## src/rtl/acsf_pkg.sv

```systemverilog
// Shared constants and types for the ATM call signalling state machine.
// Event codes, call state codes and the beat type passed between stages.
// No dependencies.
package acsf_pkg;

  localparam int ACT_W   = 5;
  localparam int REF_W   = 24;
  localparam int STATE_W = 4;
  localparam int CID_W   = 16;

  // Event codes.
  localparam logic [ACT_W-1:0] ACT_CONSTRUCT        = 5'd0;
  localparam logic [ACT_W-1:0] ACT_DESTROY          = 5'd1;
  localparam logic [ACT_W-1:0] ACT_LEAF_ADD         = 5'd2;
  localparam logic [ACT_W-1:0] ACT_LEAF_REMOVE      = 5'd3;
  localparam logic [ACT_W-1:0] ACT_LSR_RESPONSE     = 5'd4;
  localparam logic [ACT_W-1:0] ACT_LEAF_FAIL_IND    = 5'd5;
  localparam logic [ACT_W-1:0] ACT_LEAF_SETUP_IND   = 5'd6;
  localparam logic [ACT_W-1:0] ACT_PROCEEDING_IND   = 5'd7;
  localparam logic [ACT_W-1:0] ACT_CONNECT_IND      = 5'd8;
  localparam logic [ACT_W-1:0] ACT_RELEASE_IND      = 5'd9;
  localparam logic [ACT_W-1:0] ACT_REL_COMPLETE_IND = 5'd10;
  localparam logic [ACT_W-1:0] ACT_LEAF_SETUP_REQ   = 5'd11;
  localparam logic [ACT_W-1:0] ACT_LEAF_FAIL_REQ    = 5'd12;
  localparam logic [ACT_W-1:0] ACT_SETUP_REQ        = 5'd13;
  localparam logic [ACT_W-1:0] ACT_CONNECT_REQ      = 5'd14;
  localparam logic [ACT_W-1:0] ACT_RELEASE_REQ      = 5'd15;
  localparam logic [ACT_W-1:0] ACT_REL_COMPLETE_REQ = 5'd16;
  localparam logic [ACT_W-1:0] ACT_PASSTHROUGH      = 5'd17;
  localparam logic [ACT_W-1:0] ACT_DROP_ONLY        = 5'd18;
  localparam logic [ACT_W-1:0] ACT_RAW_PDU          = 5'd19;
  localparam logic [ACT_W-1:0] ACT_QUEUE_EMPTY      = 5'd20;
  localparam logic [ACT_W-1:0] ACT_UNKNOWN          = 5'd21;

  // Call states.
  localparam logic [STATE_W-1:0] ST_PREPARING     = 4'd0;
  localparam logic [STATE_W-1:0] ST_LIJ_PREPARING = 4'd1;
  localparam logic [STATE_W-1:0] ST_LIJ_REQUESTED = 4'd2;
  localparam logic [STATE_W-1:0] ST_IN_WAIT_LOCAL = 4'd3;
  localparam logic [STATE_W-1:0] ST_OUT_WAIT_REM  = 4'd4;
  localparam logic [STATE_W-1:0] ST_UNDERSPEC     = 4'd5;
  localparam logic [STATE_W-1:0] ST_P2P_ACTIVE    = 4'd6;
  localparam logic [STATE_W-1:0] ST_P2MP_ACTIVE   = 4'd7;
  localparam logic [STATE_W-1:0] ST_P2MP_LIJ      = 4'd8;
  localparam logic [STATE_W-1:0] ST_REL_INIT      = 4'd9;
  localparam logic [STATE_W-1:0] ST_RELEASED      = 4'd10;

  // Classified event as it travels from the front end to the executor.
  typedef struct packed {
    logic [ACT_W-1:0] act;
    logic             fatal_exempt;
    logic             p2p;
    logic             p2mp;
    logic             delayed;
    logic [REF_W-1:0] refv;
  } cmd_t;

endpackage

```

## src/rtl/acsf_if.sv

```systemverilog
// Channel interfaces for the ATM call signalling state machine.
// Depends on acsf_pkg for field widths.
interface acsf_in_if;
  logic                        valid;
  logic                        ready;
  logic [acsf_pkg::ACT_W-1:0]  action;
  logic                        is_point_to_point;
  logic                        is_point_to_multipoint;
  logic                        delayed_setup_address;
  logic [acsf_pkg::REF_W-1:0]  reference_value;

  modport source (output valid, action, is_point_to_point, is_point_to_multipoint,
                  delayed_setup_address, reference_value, input ready);
  modport sink (input valid, action, is_point_to_point, is_point_to_multipoint,
                delayed_setup_address, reference_value, output ready);
endinterface

interface acsf_out_if;
  logic                          valid;
  logic                          ready;
  logic [acsf_pkg::STATE_W-1:0]  call_state;
  logic                          pass_on;
  logic                          wrong_state;
  logic                          duplicate_construct;
  logic                          fatal_after_destroy;
  logic                          destroyed_now;
  logic [acsf_pkg::REF_W-1:0]    stored_reference;

  modport source (output valid, call_state, pass_on, wrong_state, duplicate_construct,
                  fatal_after_destroy, destroyed_now, stored_reference, input ready);
  modport sink (input valid, call_state, pass_on, wrong_state, duplicate_construct,
                fatal_after_destroy, destroyed_now, stored_reference, output ready);
endinterface

```

## src/rtl/acsf_front.sv

```systemverilog
// Front end: accepts input beats, classifies the event code and registers it.
// Depends on acsf_pkg and acsf_in_if.
module acsf_front (
  input  logic            clk_i,
  input  logic            rst_ni,
  acsf_in_if.sink         in_i,
  output logic            cmd_valid_o,
  input  logic            cmd_ready_i,
  output acsf_pkg::cmd_t  cmd_o
);

  logic           valid_q;
  acsf_pkg::cmd_t cmd_q;
  acsf_pkg::cmd_t cmd_d;
  logic           accept;

  assign in_i.ready = !valid_q || cmd_ready_i;
  assign accept     = in_i.valid && in_i.ready;

  // Codes with no effect of their own are folded into one code so the
  // executor only decodes what it acts on.
  always_comb begin
    cmd_d.act = in_i.action;
    if (in_i.action == acsf_pkg::ACT_DROP_ONLY || in_i.action == acsf_pkg::ACT_RAW_PDU ||
        in_i.action > acsf_pkg::ACT_QUEUE_EMPTY) begin
      cmd_d.act = acsf_pkg::ACT_UNKNOWN;
    end
    cmd_d.fatal_exempt = (in_i.action == acsf_pkg::ACT_CONSTRUCT) ||
                         (in_i.action == acsf_pkg::ACT_QUEUE_EMPTY);
    cmd_d.p2p     = in_i.is_point_to_point;
    cmd_d.p2mp    = in_i.is_point_to_multipoint;
    cmd_d.delayed = in_i.delayed_setup_address;
    cmd_d.refv    = in_i.reference_value;
  end

  always_ff @(posedge clk_i or negedge rst_ni) begin
    if (!rst_ni) begin
      valid_q <= 1'b0;
    end else if (accept) begin
      valid_q <= 1'b1;
    end else if (cmd_ready_i) begin
      valid_q <= 1'b0;
    end
  end

  always_ff @(posedge clk_i) begin
    if (accept) begin
      cmd_q <= cmd_d;
    end
  end

  assign cmd_valid_o = valid_q;
  assign cmd_o       = cmd_q;

endmodule

```

## src/rtl/acsf_fifo.sv

```systemverilog
// Two-entry queue that decouples the front end from the executor.
// Depends on acsf_pkg for the entry type.
module acsf_fifo (
  input  logic            clk_i,
  input  logic            rst_ni,
  input  logic            push_valid_i,
  output logic            push_ready_o,
  input  acsf_pkg::cmd_t  push_data_i,
  output logic            pop_valid_o,
  input  logic            pop_ready_i,
  output acsf_pkg::cmd_t  pop_data_o
);

  acsf_pkg::cmd_t mem_q [2];
  logic           wr_ptr_q;
  logic           rd_ptr_q;
  logic [1:0]     count_q;
  logic           push;
  logic           pop;

  assign push_ready_o = (count_q != 2'd2);
  assign pop_valid_o  = (count_q != 2'd0);
  assign push         = push_valid_i && push_ready_o;
  assign pop          = pop_ready_i && pop_valid_o;
  assign pop_data_o   = mem_q[rd_ptr_q];

  always_ff @(posedge clk_i or negedge rst_ni) begin
    if (!rst_ni) begin
      wr_ptr_q <= 1'b0;
      rd_ptr_q <= 1'b0;
      count_q  <= 2'd0;
    end else begin
      if (push) begin
        wr_ptr_q <= ~wr_ptr_q;
      end
      if (pop) begin
        rd_ptr_q <= ~rd_ptr_q;
      end
      if (push && !pop) begin
        count_q <= count_q + 2'd1;
      end else if (pop && !push) begin
        count_q <= count_q - 2'd1;
      end
    end
  end

  always_ff @(posedge clk_i) begin
    if (push) begin
      mem_q[wr_ptr_q] <= push_data_i;
    end
  end

endmodule

```

## src/rtl/acsf_back.sv

```systemverilog
// Executor: applies one classified event per cycle, while no result beat is stalled,
// to the call state and registers the result beat. Depends on acsf_pkg and acsf_out_if.
module acsf_back #(
  parameter int MAX_PARTIES = 63
) (
  input  logic            clk_i,
  input  logic            rst_ni,
  input  logic            cmd_valid_i,
  output logic            cmd_ready_o,
  input  acsf_pkg::cmd_t  cmd_i,
  acsf_out_if.source      out_o
);

  localparam int PW = $clog2(MAX_PARTIES + 1);
  localparam logic [PW-1:0] MaxCnt = PW'(MAX_PARTIES);
  localparam logic [PW-1:0] OneCnt = PW'(1);

  logic [acsf_pkg::STATE_W-1:0] state_q, state_d;
  logic [PW-1:0]                party_q, party_d;
  logic                         constructed_q, constructed_d;
  logic                         destroyed_q, destroyed_d;
  logic [acsf_pkg::REF_W-1:0]   ref_q, ref_d;

  logic out_valid_q;
  logic pass, wrong, dup, fatal, dnow;
  logic pass_q, wrong_q, dup_q, fatal_q, dnow_q;
  logic take;
  logic active;

  assign cmd_ready_o = !out_valid_q || out_o.ready;
  assign take        = cmd_valid_i && cmd_ready_o;
  assign active      = (state_q == acsf_pkg::ST_P2P_ACTIVE) ||
                       (state_q == acsf_pkg::ST_P2MP_ACTIVE) ||
                       (state_q == acsf_pkg::ST_P2MP_LIJ);

  always_comb begin
    state_d       = state_q;
    party_d       = party_q;
    constructed_d = constructed_q;
    destroyed_d   = destroyed_q;
    ref_d         = ref_q;
    pass  = 1'b0;
    wrong = 1'b0;
    dup   = 1'b0;
    fatal = 1'b0;
    dnow  = 1'b0;
    if (destroyed_q && !cmd_i.fatal_exempt) begin
      fatal = 1'b1;
    end else begin
      case (cmd_i.act)
        acsf_pkg::ACT_CONSTRUCT: begin
          if (!constructed_q) constructed_d = 1'b1;
          else dup = 1'b1;
        end
        acsf_pkg::ACT_DESTROY: begin
          if (state_q == acsf_pkg::ST_PREPARING || state_q == acsf_pkg::ST_REL_INIT ||
              state_q == acsf_pkg::ST_RELEASED) begin
            state_d     = acsf_pkg::ST_RELEASED;
            destroyed_d = 1'b1;
            dnow        = 1'b1;
          end else wrong = 1'b1;
        end
        acsf_pkg::ACT_LEAF_ADD: begin
          if (party_q < MaxCnt) party_d = party_q + OneCnt;
          pass = 1'b1;
        end
        acsf_pkg::ACT_LEAF_REMOVE: begin
          if (party_q != '0) begin
            party_d = party_q - OneCnt;
            if (party_q == OneCnt) begin
              destroyed_d = 1'b1;
              dnow        = 1'b1;
            end
          end
        end
        acsf_pkg::ACT_LSR_RESPONSE: begin
          if (state_q == acsf_pkg::ST_LIJ_REQUESTED) begin
            ref_d   = cmd_i.refv;
            state_d = acsf_pkg::ST_IN_WAIT_LOCAL;
            pass    = 1'b1;
          end else wrong = 1'b1;
        end
        acsf_pkg::ACT_LEAF_FAIL_IND: begin
          if (state_q == acsf_pkg::ST_LIJ_REQUESTED) begin
            state_d = acsf_pkg::ST_RELEASED;
            pass    = 1'b1;
          end else wrong = 1'b1;
        end
        acsf_pkg::ACT_LEAF_SETUP_IND: begin
          if (state_q == acsf_pkg::ST_P2MP_ACTIVE) begin
            state_d = acsf_pkg::ST_P2MP_LIJ;
            pass    = 1'b1;
          end else if (state_q == acsf_pkg::ST_UNDERSPEC) begin
            state_d = acsf_pkg::ST_OUT_WAIT_REM;
            pass    = 1'b1;
          end else wrong = 1'b1;
        end
        acsf_pkg::ACT_PROCEEDING_IND: begin
          if (state_q == acsf_pkg::ST_OUT_WAIT_REM) begin
            ref_d = cmd_i.refv;
            pass  = 1'b1;
          end else wrong = 1'b1;
        end
        acsf_pkg::ACT_CONNECT_IND, acsf_pkg::ACT_CONNECT_REQ: begin
          if ((cmd_i.act == acsf_pkg::ACT_CONNECT_IND &&
               state_q == acsf_pkg::ST_OUT_WAIT_REM) ||
              (cmd_i.act == acsf_pkg::ACT_CONNECT_REQ &&
               state_q == acsf_pkg::ST_IN_WAIT_LOCAL)) begin
            // Point-to-multipoint wins when both attribute flags are set.
            if (cmd_i.p2mp) begin
              state_d = acsf_pkg::ST_P2MP_ACTIVE;
              pass    = 1'b1;
            end else if (cmd_i.p2p) begin
              state_d = acsf_pkg::ST_P2P_ACTIVE;
              pass    = 1'b1;
            end
          end else wrong = 1'b1;
        end
        acsf_pkg::ACT_RELEASE_IND: begin
          if (active) begin
            state_d = acsf_pkg::ST_RELEASED;
            pass    = 1'b1;
          end else wrong = 1'b1;
        end
        acsf_pkg::ACT_REL_COMPLETE_IND: begin
          if (active || state_q == acsf_pkg::ST_OUT_WAIT_REM ||
              state_q == acsf_pkg::ST_REL_INIT) begin
            state_d = acsf_pkg::ST_RELEASED;
          end else wrong = 1'b1;
        end
        acsf_pkg::ACT_LEAF_SETUP_REQ: begin
          if (state_q == acsf_pkg::ST_LIJ_PREPARING || state_q == acsf_pkg::ST_PREPARING) begin
            state_d = acsf_pkg::ST_LIJ_REQUESTED;
            pass    = 1'b1;
          end else wrong = 1'b1;
        end
        acsf_pkg::ACT_LEAF_FAIL_REQ: begin
          if (state_q == acsf_pkg::ST_P2MP_ACTIVE || state_q == acsf_pkg::ST_P2MP_LIJ) begin
            pass = 1'b1;
          end else wrong = 1'b1;
        end
        acsf_pkg::ACT_SETUP_REQ: begin
          if (state_q == acsf_pkg::ST_UNDERSPEC || state_q == acsf_pkg::ST_PREPARING) begin
            state_d = cmd_i.delayed ? acsf_pkg::ST_UNDERSPEC : acsf_pkg::ST_OUT_WAIT_REM;
            pass    = 1'b1;
          end else wrong = 1'b1;
        end
        acsf_pkg::ACT_RELEASE_REQ: begin
          if (active) begin
            state_d = acsf_pkg::ST_REL_INIT;
            pass    = 1'b1;
          end else wrong = 1'b1;
        end
        acsf_pkg::ACT_REL_COMPLETE_REQ: begin
          if (state_q == acsf_pkg::ST_OUT_WAIT_REM || state_q == acsf_pkg::ST_IN_WAIT_LOCAL ||
              state_q == acsf_pkg::ST_RELEASED) begin
            state_d = acsf_pkg::ST_RELEASED;
            pass    = 1'b1;
          end else wrong = 1'b1;
        end
        acsf_pkg::ACT_PASSTHROUGH: begin
          pass = 1'b1;
        end
        acsf_pkg::ACT_QUEUE_EMPTY: begin
          if (state_q == acsf_pkg::ST_P2MP_LIJ) state_d = acsf_pkg::ST_P2MP_ACTIVE;
        end
        default: begin
        end
      endcase
    end
  end

  always_ff @(posedge clk_i or negedge rst_ni) begin
    if (!rst_ni) begin
      state_q       <= acsf_pkg::ST_PREPARING;
      party_q       <= '0;
      constructed_q <= 1'b0;
      destroyed_q   <= 1'b0;
      ref_q         <= '0;
      out_valid_q   <= 1'b0;
    end else begin
      if (take) begin
        state_q       <= state_d;
        party_q       <= party_d;
        constructed_q <= constructed_d;
        destroyed_q   <= destroyed_d;
        ref_q         <= ref_d;
        out_valid_q   <= 1'b1;
      end else if (out_o.ready) begin
        out_valid_q <= 1'b0;
      end
    end
  end

  always_ff @(posedge clk_i) begin
    if (take) begin
      pass_q  <= pass;
      wrong_q <= wrong;
      dup_q   <= dup;
      fatal_q <= fatal;
      dnow_q  <= dnow;
    end
  end

  // The call state and reference registers double as the result fields.
  assign out_o.valid               = out_valid_q;
  assign out_o.call_state          = state_q;
  assign out_o.stored_reference    = ref_q;
  assign out_o.pass_on             = pass_q;
  assign out_o.wrong_state         = wrong_q;
  assign out_o.duplicate_construct = dup_q;
  assign out_o.fatal_after_destroy = fatal_q;
  assign out_o.destroyed_now       = dnow_q;

endmodule

```

## src/rtl/atm_call_signalling_fsm.sv

```systemverilog
// ATM call signalling state machine, top level.
// An event beat passes the front register, then the queue, then the executor
// register before its result beat is presented.
// Throughput: one event per cycle while result beats are taken by the sink.
// Reset clears the call to the preparing state with zero party count, flags
// and call reference, empties the queue and clears the call identifier.
module atm_call_signalling_fsm #(
  parameter int MAX_PARTIES = 63
) (
  input  logic                          clk_i,
  input  logic                          rst_ni,
  input  logic                          cfg_we_i,
  input  logic [acsf_pkg::CID_W-1:0]    cfg_data_i,
  acsf_in_if.sink                       in_i,
  acsf_out_if.source                    out_o
);

  logic                       cmd_valid;
  logic                       cmd_ready;
  acsf_pkg::cmd_t             cmd;
  logic                       q_valid;
  logic                       q_ready;
  acsf_pkg::cmd_t             q_cmd;
  logic [acsf_pkg::CID_W-1:0] call_id_q;

  // The call identifier is held for reporting only; no result field uses it.
  always_ff @(posedge clk_i or negedge rst_ni) begin
    if (!rst_ni) begin
      call_id_q <= '0;
    end else if (cfg_we_i) begin
      call_id_q <= cfg_data_i;
    end
  end

  acsf_front u_front (
    .clk_i       (clk_i),
    .rst_ni      (rst_ni),
    .in_i        (in_i),
    .cmd_valid_o (cmd_valid),
    .cmd_ready_i (cmd_ready),
    .cmd_o       (cmd)
  );

  acsf_fifo u_fifo (
    .clk_i        (clk_i),
    .rst_ni       (rst_ni),
    .push_valid_i (cmd_valid),
    .push_ready_o (cmd_ready),
    .push_data_i  (cmd),
    .pop_valid_o  (q_valid),
    .pop_ready_i  (q_ready),
    .pop_data_o   (q_cmd)
  );

  acsf_back #(
    .MAX_PARTIES (MAX_PARTIES)
  ) u_back (
    .clk_i       (clk_i),
    .rst_ni      (rst_ni),
    .cmd_valid_i (q_valid),
    .cmd_ready_o (q_ready),
    .cmd_i       (q_cmd),
    .out_o       (out_o)
  );

endmodule
```

## src/flat_wrapper.sv

```systemverilog
// flat-port wrapper written by rule: the top's interface ports become plain ports
module atm_call_signalling_fsm_flat 
#(
  parameter int MAX_PARTIES = 63
)
  (clk_i, rst_ni, cfg_we_i, cfg_data_i, in_i_valid, in_i_action, in_i_is_point_to_point, in_i_is_point_to_multipoint, in_i_delayed_setup_address, in_i_reference_value, in_i_ready, out_o_valid, out_o_call_state, out_o_pass_on, out_o_wrong_state, out_o_duplicate_construct, out_o_fatal_after_destroy, out_o_destroyed_now, out_o_stored_reference, out_o_ready);
  acsf_in_if in_i_i ();
  acsf_out_if out_o_i ();
  input  logic clk_i;
  input  logic rst_ni;
  input  logic cfg_we_i;
  input  logic [acsf_pkg::CID_W-1:0] cfg_data_i;
  input wire logic [$bits(in_i_i.valid)-1:0] in_i_valid;
  input wire logic [$bits(in_i_i.action)-1:0] in_i_action;
  input wire logic [$bits(in_i_i.is_point_to_point)-1:0] in_i_is_point_to_point;
  input wire logic [$bits(in_i_i.is_point_to_multipoint)-1:0] in_i_is_point_to_multipoint;
  input wire logic [$bits(in_i_i.delayed_setup_address)-1:0] in_i_delayed_setup_address;
  input wire logic [$bits(in_i_i.reference_value)-1:0] in_i_reference_value;
  output wire logic [$bits(in_i_i.ready)-1:0] in_i_ready;
  output wire logic [$bits(out_o_i.valid)-1:0] out_o_valid;
  output wire logic [$bits(out_o_i.call_state)-1:0] out_o_call_state;
  output wire logic [$bits(out_o_i.pass_on)-1:0] out_o_pass_on;
  output wire logic [$bits(out_o_i.wrong_state)-1:0] out_o_wrong_state;
  output wire logic [$bits(out_o_i.duplicate_construct)-1:0] out_o_duplicate_construct;
  output wire logic [$bits(out_o_i.fatal_after_destroy)-1:0] out_o_fatal_after_destroy;
  output wire logic [$bits(out_o_i.destroyed_now)-1:0] out_o_destroyed_now;
  output wire logic [$bits(out_o_i.stored_reference)-1:0] out_o_stored_reference;
  input wire logic [$bits(out_o_i.ready)-1:0] out_o_ready;
  assign in_i_i.valid = in_i_valid;
  assign in_i_i.action = in_i_action;
  assign in_i_i.is_point_to_point = in_i_is_point_to_point;
  assign in_i_i.is_point_to_multipoint = in_i_is_point_to_multipoint;
  assign in_i_i.delayed_setup_address = in_i_delayed_setup_address;
  assign in_i_i.reference_value = in_i_reference_value;
  assign in_i_ready = in_i_i.ready;
  assign out_o_valid = out_o_i.valid;
  assign out_o_call_state = out_o_i.call_state;
  assign out_o_pass_on = out_o_i.pass_on;
  assign out_o_wrong_state = out_o_i.wrong_state;
  assign out_o_duplicate_construct = out_o_i.duplicate_construct;
  assign out_o_fatal_after_destroy = out_o_i.fatal_after_destroy;
  assign out_o_destroyed_now = out_o_i.destroyed_now;
  assign out_o_stored_reference = out_o_i.stored_reference;
  assign out_o_i.ready = out_o_ready;
  atm_call_signalling_fsm #(.MAX_PARTIES(MAX_PARTIES)) u_core (.clk_i(clk_i), .rst_ni(rst_ni), .cfg_we_i(cfg_we_i), .cfg_data_i(cfg_data_i), .in_i(in_i_i), .out_o(out_o_i));
endmodule
```

## config.mk

```make
export PLATFORM = sky130hd
export DESIGN_NAME = atm_call_signalling_fsm_flat
export DESIGN_NICKNAME = d
export VERILOG_FILES = /design/src/rtl/acsf_pkg.sv /design/src/rtl/acsf_if.sv /design/src/rtl/acsf_front.sv /design/src/rtl/acsf_fifo.sv /design/src/rtl/acsf_back.sv /design/src/rtl/atm_call_signalling_fsm.sv /design/src/flat_wrapper.sv
export SDC_FILE = /design/constraint.sdc
export NUM_CORES = 1
export LEC_CHECK = 0
export BUFFER_PORTS_ARGS = -buffer_cell sky130_fd_sc_hd__buf_2
export CAP_MARGIN = 40
export CORE_UTILIZATION = 35
export CTS_CLUSTER_DIAMETER = 60
export DETAILED_ROUTE_END_ITERATION = 16
export PLACE_DENSITY = 0.66
export SYNTH_ARGS = -nofsm -noshare
export SYNTH_HDL_FRONTEND = slang
export SYNTH_SLANG_ARGS = --single-unit
export TNS_END_PERCENT = 10
```

## constraint.sdc

```tcl
create_clock -name clk_i -period 2.3 [get_ports clk_i]
set_input_delay 0 -clock clk_i [delete_from_list [all_inputs] [get_ports clk_i]]
set_output_delay 0 -clock clk_i [all_outputs]
set_load 0.05 [all_outputs]
```

==> impl_table.tex <==
\begin{tabular}{lr}
\hline
Metric & Value \\
\hline
\multicolumn{2}{l}{\textbf{Run status}} \\
\quad Outcome & finished, violations left \\
\quad Failing checks & negative setup slack \\
\multicolumn{2}{l}{\textbf{Critical path}} \\
\quad Path type of the worst setup path & flop to flop \\
\quad Largest stage delay on the critical path & 0.40 ns \\
\quad Launching element type of the critical path & flop \\
\quad CP cell instances & buf\_4 > o32a\_1 > buf\_4 > buf\_4 > nor2\_2 > nor2\_1 > and4\_4 > nor4\_4 > buf\_4 > mux2\_4 \\
\quad Path depth of the worst reg2reg path & 10 \\
\quad Arrival time at the worst endpoint & 2.84 ns \\
\quad FF-to-FF setup slack & -0.23 ns \\
\quad Origin of the critical flop-to-flop path & u\_core.u\_fifo.mem\_q[0][31] \\
\quad Number of buffers and inverters on the critical path & 4 \\
\quad Req. time, crit path & 2.61 ns \\
\quad Max stage delay cell, worst path & sky130\_fd\_sc\_hd\_\_o32a\_1 \\
\quad Worst reg2reg path endpoint & u\_core.u\_back.out\_o.call\_state[0] \\
\quad Sort of element at the end of the critical path & flop \\
\quad Most numerous cell on the critical path & sky130\_fd\_sc\_hd\_\_buf\_4 \\
\quad Crit-path leading delay family & simple AND/OR/NAND/NOR gates \\
\quad Worst-path fanout max & 4 \\
\multicolumn{2}{l}{\textbf{Die}} \\
\quad Placeable core region & 17,400 um2 \\
\quad I/O pin count & 88 \\
\quad Starting density of the core & 36.1\% \\
\quad Die height & 136 um \\
\quad Die boundary width & about 140 um \\
\quad Die area & approximately 19,000 um2 \\
\quad Floorplan row count & between 40 and 50 \\
\multicolumn{2}{l}{\textbf{STA}} \\
\quad Final worst setup slack & -0.233 ns \\
\quad Worst hold slack after final layout & 0.144 ns \\
\quad RSZ-0062 raised after global routing & true \\
\quad Time the final worst path needs with I/O delays and setup & 2.53 ns \\
\quad Headroom to the max-slew limit & 54.8\% \\
\quad Setup violators final & 10 \\
\quad Final clock period utilization by the worst path & 110\% \\
\quad Skew final & 0.0109 ns \\
\quad Timing-limited maximum frequency & slightly below 400 MHz \\
\quad Count of endpoints failing hold in the final timing report & 0 \\
\quad Final count of pins violating max slew & 0 \\
\quad Worst-Margin Slew & 0.677 ns \\
\multicolumn{2}{l}{\textbf{Pwr}} \\
\quad Internal cell power & 0.00723 W \\
\quad LEAKAGE & 3.57 nW \\
\quad Flop pwr share & roughly 36\% \\
\quad Fraction of power spent switching nets & between 30 and 40\% \\
\quad Logic pwr share & 40.4\% \\
\quad Power density over cell area & between 1000 and 1500 nW/um2 \\
\quad Largest vdd supply drop & around 870 uV \\
\quad Switching power total & 0.00422 W \\
\quad Relative contribution of the clock network to total power & 23.8\% \\
\multicolumn{2}{l}{\textbf{Logic synthesis}} \\
\quad Synthesized net count & 523 \\
\quad Synthesized instance count & 465 \\
\quad Number of synthesized register bits & about 150 \\
\quad Portion of the post-synthesis area used by sequential elements & 66.4\% \\
\quad Post-synth top flop & sky130\_fd\_sc\_hd\_\_edfxtp\_1 \\
\quad Count of synthesis-stage warnings from yosys & 0 \\
\quad Post-Synthesis Mean Instance Area & 13.5 um2 \\
\quad FFs w/ async S/R, synth & about 29\% \\
\quad Post-synth design cell area & 6290 um2 \\
\quad Post-synth EDFFs & approximately 100 \\
\quad Distinct cell type count of the synthesized netlist & 72 \\
\multicolumn{2}{l}{\textbf{CTS}} \\
\quad Clock slew seen by the registers of the worst setup and hold paths & 0.06 ns \\
\quad Clock insertion delay at the later pin of the skew report & 0.42 ns \\
\quad Root buffer cell & sky130\_fd\_sc\_hd\_\_clkbuf\_16 \\
\quad Longest Clk Path Bufs & 2 \\
\quad Clock Sink Count & $\sim$150 \\
\quad CTS tree & done \\
\quad Clock buffer count from CTS & 17 \\
\quad Number of levels in the clock H-tree & 4 \\
\multicolumn{2}{l}{\textbf{Placed design}} \\
\quad Dpl cells & slightly above 800 \\
\quad IO Port Bufs & 70 \\
\quad Post-place instance area & 7460 um2 \\
\quad RD Place Congestion & 0.841 \\
\quad DP Wirelength & between 9 and 10 mm \\
\quad Post-placement worst setup slack & -0.296 ns \\
\multicolumn{2}{l}{\textbf{Routing}} \\
\quad Post-Route WL & 14.7 mm \\
\quad Routed len/inst & 16.4 um \\
\quad Number of vias per cell & 4.93 \\
\quad Post-route DRC violation count & 0 \\
\quad Via count & 4,439 \\
\quad DRC violation total after the first TritonRoute iteration & between 200 and 250 \\
\quad TritonRoute pass-1 iters & 4 \\
\quad Number of nets with antenna violations after detailed routing & 0 \\
\multicolumn{2}{l}{\textbf{Cells and area}} \\
\quad Number of nets in the finished design & 720 \\
\quad Final cell area excluding filler cells & 8650 um2 \\
\quad Fraction of layout instances using a drive strength above 1 & 36.7\% \\
\quad ANT cells & 0 \\
\quad Area Overhead vs Synth & 37.6\% \\
\quad Final cell utilization of the core & 49.7\% \\
\quad Final cell count without fillers & 900 \\
\multicolumn{2}{l}{\textbf{Global route}} \\
\quad Final global-route overflow total & 0 \\
\quad Total routing usage reported by global routing & $\sim$17\% \\
\quad Maximum number of pins on one net before global-route repair & between 40 and 50 \\
\quad Initial antenna violation count & 0 \\
\quad Wire length of the first global-routing pass & approximately 23 mm \\
\quad Via count of the first global-routing pass & 4,594 \\
\multicolumn{2}{l}{\textbf{Hold path}} \\
\quad Class of the tightest hold or removal check & input pin to async pin \\
\multicolumn{2}{l}{\textbf{Job}} \\
\quad Total of max-cap violations & 0 \\
\hline
\end{tabular}
## per-layer routing
metal,vias to the layer above,global-route usage (%),part of all wire (%)
li1,2114,-,-
met1,2182,20.5,44
met2,122,29.0,51
met3,21,4.03,4.1
met4,0,4.94,1.3
met5,-,0,0
## registers in the layout (all words and copies together), names as in the netlist, 2 cells and up
signal / cells
u_core.u_fifo.count_q: 2
u_core.u_back.out_o.stored_reference: 24
u_core.u_back.out_o.call_state: 4
u_core.u_fifo.mem_q: 66
u_core.u_back.party_q: 6
u_core.u_front.cmd_o: 33
## power by group through the flow
stage / logic, W / registers, W / clock network [W]
global placement: 0.00414 / 0.00412 / 0
floorplan: 0.00201 / 0.00480 / 0
global route: 0.00495 / 0.00418 / 0.00287
CTS: 0.00450 / 0.00409 / 0.00277
detailed placement: 0.00420 / 0.00417 / 0
finish: 0.00463 / 0.00410 / 0.00272
## cell type report
class,count,area (um2)
fill,1550,8760
sequential,146,4180
multi-input combinational,284,2070
timing repair buffer,200,1490
clock buffer,19,433
tap,225,282
clock inverter,13,151
inverter,13,48.8
## what timing repair did
item	CTS	global route
buffers inserted	3	4
resized for setup	22	13
endpoints found under the setup margin	23	30
hold endpoints to repair	60	0
hold buffers	38	0
pin swaps	5	5
## cells in the mapped netlist, drive strengths merged, types with 2 or more instances
master	count	area, um2
edfxtp	104	3120
nor2	53	211
dfrtp	42	1050
a21oi	39	199
mux2i	30	300
nand2	22	82.6
nor3	14	70.1
inv	13	48.8
buf	12	85.1
clkbuf	10	57.6
o21ai	10	50.0
nand2b	8	50.1
xor2	8	70.1
nand3	6	30.0
o22ai	6	37.5
xnor2	6	52.6
ha	5	62.6
nor2b	5	38.8
nor4	5	46.3
a31oi	4	25.0
and2b	4	33.8
mux2	4	60.1
nor4b	4	35.0
nand3b	3	35.0
nand4	3	48.8
nor3b	3	22.5
o22a	3	27.5
o32a	3	30.0
or2	3	18.8
a211oi	2	15.0
a221oi	2	17.5
a22oi	2	20.0
a32oi	2	17.5
and2	2	12.5
and3	2	12.5
or2b	2	15.0
or3	2	17.5
or4b	2	23.8
## through the flow
step | setup TNS [ns] | total power (W)
6_report | -1.27 | 0.0115
5_1_grt | -3.74 | 0.0120
4_1_cts | -0.913 | 0.0114
3_5_place_dp | -2.45 | 0.00836
3_3_place_gp | -2.06 | 0.00826
2_1_floorplan | -6.19 | 0.00680
## cells in the final DEF, fill, tap and decap left out, types with 4 or more instances in the layout
master / n
sky130_fd_sc_hd__edfxtp_1: 104
sky130_fd_sc_hd__buf_4: 85
sky130_fd_sc_hd__buf_2: 70
sky130_fd_sc_hd__nor2_1: 45
sky130_fd_sc_hd__dlygate4sd3_1: 38
sky130_fd_sc_hd__dfrtp_1: 38
sky130_fd_sc_hd__a21oi_1: 36
sky130_fd_sc_hd__mux2i_1: 29
sky130_fd_sc_hd__nand2_1: 21
sky130_fd_sc_hd__clkbuf_16: 17
sky130_fd_sc_hd__inv_1: 13
sky130_fd_sc_hd__nor3_1: 12
sky130_fd_sc_hd__nand2b_1: 8
sky130_fd_sc_hd__o21ai_0: 8
sky130_fd_sc_hd__xor2_1: 8
sky130_fd_sc_hd__nand3_1: 6
sky130_fd_sc_hd__nor2_2: 6
sky130_fd_sc_hd__xnor2_1: 6
sky130_fd_sc_hd__o22ai_1: 5
sky130_fd_sc_hd__ha_1: 5
sky130_fd_sc_hd__inv_6: 5
sky130_fd_sc_hd__a31oi_1: 4
sky130_fd_sc_hd__mux2_4: 4
sky130_fd_sc_hd__buf_12: 4
sky130_fd_sc_hd__dfrtp_2: 4
## how the worst max path moves through the flow
stage / from / depth (start not counted) / to / slack, ns
final: u_core.u_fifo.mem_q[0][31] / 10 / u_core.u_back.out_o.call_state[0] / -0.23
after global routing: u_core.u_fifo.rd_ptr_q / 11 / u_core.u_back.out_o.call_state[0] / -0.32
after detailed placement: u_core.u_fifo.rd_ptr_q / 8 / u_core.u_back.out_o.call_state[0] / -0.30
after CTS: u_core.u_fifo.rd_ptr_q / 10 / u_core.u_back.out_o.call_state[0] / -0.19
after global placement: u_core.u_fifo.rd_ptr_q / 8 / u_core.u_back.out_o.call_state[0] / -0.29
after floorplan: u_core.u_back.out_o.call_state[0] / 7 / u_core.u_back.out_o.call_state[0] / -0.34
## cell families (layout without fill, tap and decap cells)
| kind of cell | after synthesis | in the layout | synth area share (%) |
|---|---|---|---|
| DFF | 146 | 146 | 66.4 |
| AOI/OAI and AO/OA | 84 | 84 | 8.51 |
| muxes | 34 | 34 | 5.73 |
| adders and majority gates | 5 | 5 | 0.995 |
| buffers and inverters | 35 | 245 | 3.04 |
| xor gates and xnor gates | 14 | 14 | 1.95 |
| and+or+nand+nor | 147 | 147 | 13.4 |
No activity file was read; power rests on OpenSTA's default activity.
